[src/lbbc_pkg.sv]
package lbbc_pkg;

  localparam int unsigned CmdW = 2;
  localparam int unsigned DevW = 8;
  localparam int unsigned BlkW = 32;
  localparam int unsigned IdxW = 5;
  localparam int unsigned StW  = 3;
  localparam int unsigned CntW = 8;
  localparam logic [CntW-1:0] CntMax = '1;

  typedef enum logic [CmdW-1:0] {
    CMD_GET     = 2'd0,
    CMD_RELEASE = 2'd1,
    CMD_PIN     = 2'd2,
    CMD_UNPIN   = 2'd3
  } cmd_e;

  typedef enum logic [StW-1:0] {
    ST_OK        = 3'd0,
    ST_NO_EVICT  = 3'd1,
    ST_NO_REF    = 3'd2,
    ST_NO_PIN    = 3'd3,
    ST_SATURATED = 3'd4
  } status_e;

  // controller to datapath
  typedef struct packed {
    logic load;    // capture request
    logic search;  // register hit / victim search results
    logic commit;  // apply state update and build result
  } ctrl_t;

  // datapath to controller
  typedef struct packed {
    logic dummy_ok;
  } stat_t;

endpackage

[src/lbbc_ctrl.sv]
module lbbc_ctrl (
  input  logic            clk_i,
  input  logic            rst_ni,
  input  logic            in_valid_i,
  output logic            in_ready_o,
  output logic            out_valid_o,
  input  logic            out_ready_i,
  input  lbbc_pkg::stat_t stat_i,
  output lbbc_pkg::ctrl_t ctrl_o
);
  typedef enum logic [1:0] {S_IDLE, S_SEARCH, S_COMMIT, S_OUT} state_e;
  state_e state_q;

  // next item may load while the result waits only once it is taken
  assign in_ready_o    = (state_q == S_IDLE);
  assign out_valid_o   = (state_q == S_OUT);
  assign ctrl_o.load   = in_valid_i && in_ready_o;
  assign ctrl_o.search = (state_q == S_SEARCH);
  assign ctrl_o.commit = (state_q == S_COMMIT) && stat_i.dummy_ok;

  always_ff @(posedge clk_i or negedge rst_ni) begin
    if (!rst_ni) begin
      state_q <= S_IDLE;
    end else begin
      case (state_q)
        S_IDLE:   if (in_valid_i) state_q <= S_SEARCH;
        S_SEARCH: state_q <= S_COMMIT;
        S_COMMIT: state_q <= S_OUT;
        S_OUT:    if (out_ready_i) state_q <= S_IDLE;
        default:  state_q <= S_IDLE;
      endcase
    end
  end
endmodule

[config.mk]
export PLATFORM = sky130hd
export DESIGN_NAME = lbbc_ctrl
export DESIGN_NICKNAME = d
export VERILOG_FILES = /design/src/lbbc_pkg.sv /design/src/lbbc_ctrl.sv
export SDC_FILE = /design/constraint.sdc
export NUM_CORES = 1
export LEC_CHECK = 0
export CAP_MARGIN = 20
export CORE_AREA = 2 2 39 41
export CTS_CLUSTER_SIZE = 16
export DETAILED_ROUTE_END_ITERATION = 8
export DIE_AREA = 0 0 41 43
export DONT_BUFFER_PORTS = 1
export GPL_TIMING_DRIVEN = 0
export PLACE_DENSITY_LB_ADDON = 0.25
export SLEW_MARGIN = 25
export SYNTH_ARGS = -nofsm -noshare
export SYNTH_HDL_FRONTEND = slang
export SYNTH_SLANG_ARGS = --single-unit
export TNS_END_PERCENT = 1
[constraint.sdc]
create_clock -name clk_i -period 2.19 [get_ports clk_i]
set_input_delay 0.3285 -clock clk_i [delete_from_list [all_inputs] [get_ports clk_i]]
set_output_delay 0.3285 -clock clk_i [all_outputs]
set_load 0.05 [all_outputs]
Word-level counts from Yosys, hierarchy flattened
Index checks and enable logic that the tools add are counted.
{ "totals": {"regBits": 2, "input_bits": 5, "word_cells": 13} }
{ "classes": {"eq_ne": 5, "mux": 3, "reduce_logical": 4} }
{ "op_table": {"columns": ["operator", "count"], "rows": [
  ["2-bit case mux with 4 select lines", 1],
  ["2-bit == test (second input constant)", 2],
  ["2-bit two-way mux", 2],
  ["2-bit by 1-bit == test with 1-bit output (second input constant)", 1],
  ["1-bit logical AND", 2],
  ["2-bit zero test", 1],
  ["2-bit by 1-bit inequality test with 1-bit output (second input constant)", 1],
  ["2-bit inequality test (second input constant)", 1],
  ["2-bit AND reduction", 1]
]} }

Logic depth before layout (Yosys ltp)
{ "depth": {"depth_word": 3, "depth_mapped": 5, "mapped_depth_nobuf": 5} }

Worst setup path before layout
OpenSTA, ideal clock, no wires.
{ "synth_path": {"path_type": "flip-flop to output port", "from": "reg state_q[0]", "to": "out ctrl_o[2] (netlist name)", "arrival_time_ps": 1488, "required_time_ps": 1862, "path_slack_ps": 374, "path_stages_with_launch": 4, "path_buffers": 0, "path_cell_list": "dfrtp_1 > inv_1 > ha_1 > and2_1"} }
{ "synth_lines": {"columns": ["element", "line", "text"], "rows": [
  ["from (decl)", "lbbc_ctrl.sv:12", "state_e state_q;"],
  ["from (signal assigned)", "lbbc_ctrl.sv:23", "state_q <= S_IDLE;"],
  ["from (signal assigned)", "lbbc_ctrl.sv:26", "S_IDLE: if (in_valid_i) state_q <= S_SEARCH;"],
  ["from (signal assigned)", "lbbc_ctrl.sv:27", "S_SEARCH: state_q <= S_COMMIT;"],
  ["to (decl)", "lbbc_ctrl.sv:9", "output lbbc_pkg::ctrl_t ctrl_o"]
]} }

==> impl_metrics.ini <==
[critical_path]
reg2reg_to = state_q[1]$_DFFE_PN0P_
critPathRequiredTime_ns = 1.86
cp_top_family = adder cells
crit_arrival_ns = 1.68
path_cells = inv_1, ha_1, and2_2
endpoint_kind = output pin
path_max_fanout = 4
startpoint_type = flop
cp_num_buf_inv = 1
r2r_slack_ns = 0.41
cp_slowest_cell = ha_1
crit_type = flop to output pin
ff2ff_path_depth = 5
slowest_delay_ns = 0.51
reg2reg_from = state_q[0]$_DFFE_PN0P_

[timing]
worst_slew_margin_rel = 0.6425
fmax_ghz = 0.4986
fin_crit_ns = 2.006
hold_viol = 0
clock-skew-final_ns = 0.001932
tightest_slew_ns = 0.5362
grt_setup_unrepaired = no
period_share = 0.9158
slew_viol_final = 0
tns_ns = 0
setup_violations = 0

[drt]
via_per_inst = 3.243
dr.pass1.iters = 1
num_vias = 120
drt.antenna.violating_nets = 0
first_iter_violations = 0
drc = 0
wl_per_cell_um = 8.432
routed_wl_um = 312

[yosys]
yosys.area.top_type = ha_1
yosysUniqueCellTypes = 8
synthesis.nets = 27
ys_seq_elements = 2
postSynthAreaPerCell_um2 = 10.67
yosysWarnings = 0
synth_top_area_frac = 0.3448
ys_seq_area_frac = 0.2759
syn_inst = 17
syn_area_um2 = 181.4
synth_area_leaders = ha_1 34%, dfrtp_1 28%, inv_1 8.3%, mux2_4 8.3%, and2_1 6.9%

[place]
port-buffer-count = 0
dpl.hpwl_um = 242.6
place.gp.congestion = 0.4753

[final_layout]
fin_util = 0.1700
largest_register = state_q
nets = 33
drive_gt1_frac = 0.2857
reg.largest.list = state_q: 2 flops
fillers = 152
syn_to_final_growth_pct = 29.66
n_antenna_cell = 0
largest_reg_flops = 2

[grt]
antenna_found_initial = 0
grt_max_degree = 5
grtUsageTotal = 0.04317
grt_pass1_wl_um = 414
grt-ovfl-total = 0
grt_pass1_vias = 120

[run_status]
status = completed

[clocking]
numCtsBuffers = 3
htreeDepth = 1
clock_latency_ns = 0.22
root_buffer = clkbuf_4
clockBufferDepth = 2
path_clk_slew_ns = 0.03
clock_sinks = 2
postCtsSetupBuffers = 0
cts_tree = done

[worst_hold_path]
min_path_type = primary input to async pin

[floorplan]
num_io_pins = 10
rows = 14
dieHeight_um = 43
core_region_area_mm2 = 0.001384
die_area_mm2 = 0.001763
die_w_um = 41
start_util = 0.1311

[job]
drv_cap = 0
-- routing by layer --
metal | part of all wire | GRT usage
met5 | 0 | 0
met4 | 0 | 0.08000
met3 | 0.13 | 0.01571
met2 | 0.44 | 0.05313
met1 | 0.43 | 0.03537
-- worst max-delay path by stage --
stage,start,to,cells past startpoint
2_1_floorplan,state_q[0]$_DFFE_PN0P_,ctrl_o[2],3
3_3_place_gp,state_q[0]$_DFFE_PN0P_,ctrl_o[2],3
3_5_place_dp,state_q[0]$_DFFE_PN0P_,ctrl_o[2],3
4_1_cts,state_q[0]$_DFFE_PN0P_,ctrl_o[2],3
5_1_grt,state_q[0]$_DFFE_PN0P_,ctrl_o[2],3
6_report,state_q[0]$_DFFE_PN0P_,ctrl_o[2],3
-- area by class of cell --
cell class | instances | area (µm²) | share of cell area
repair buffers | 1 | 10.01 | 0.04255
multi-input cells | 11 | 117.6 | 0.5000
inverters | 4 | 15.01 | 0.06383
flip-flops and latches | 2 | 50.05 | 0.2128
well taps | 16 | 20.02 | 0.08511
clock buffers | 3 | 22.52 | 0.09574
-- worst reg2reg max path, stage by stage (launching register included) --
cell     delay [ns]
dfrtp_1        0.39
inv_1          0.13
ha_1           0.51
inv_1          0.11
o22ai_2        0.20
mux2_4         0.32
-- placed cells by master (no fill, tap or decap) --
master,count
inv_1,4
and2_2,1
mux2_4,1
mux2i_1,1
dlygate4sd3_1,1
clkbuf_4,3
nor2_1,1
dfrtp_1,2
and2_1,1
ha_1,5
o22ai_2,1
-- through the flow --
step	worst slack (ns)	cell area [µm²]	cells	hold WS [ns]
after global routing	0.09715	235.2	37	0.3351
after global placement	0.3071	201.4	33	0.03298
final	0.1844	235.2	37	0.3355
after floorplan	0.3737	181.4	17	0.03291
after detailed placement	0.3020	201.4	33	0.03298
after CTS	0.05573	234.0	37	0.3236
-- synthesized netlist by cell type (all sizes together) --
cell type  count
mux2i          1
mux2           1
dfrtp          2
nor2           1
and2           2
inv            4
o22ai          1
ha             5
-- repair_timing --
item                                    4_1_cts  5_1_grt
hold buffers                                  1        0
endpoints found under the setup margin        0        1
endpoints found under the hold margin         2        0
resized for setup                             0        1
-- kinds of logic (layout without fill, tap and decap cells) --
kind of cell,count (synthesis),count (layout),share of synthesized area
compound gates,1,1,0.06895
fa+ha+maj,5,5,0.3448
buf+inv,4,8,0.08273
flops,2,2,0.2759
mux,2,2,0.1379
simple gates,3,3,0.08962
Power is not shown: default switching activity piles up to over one toggle a cycle in this logic, so the estimate is an artifact.
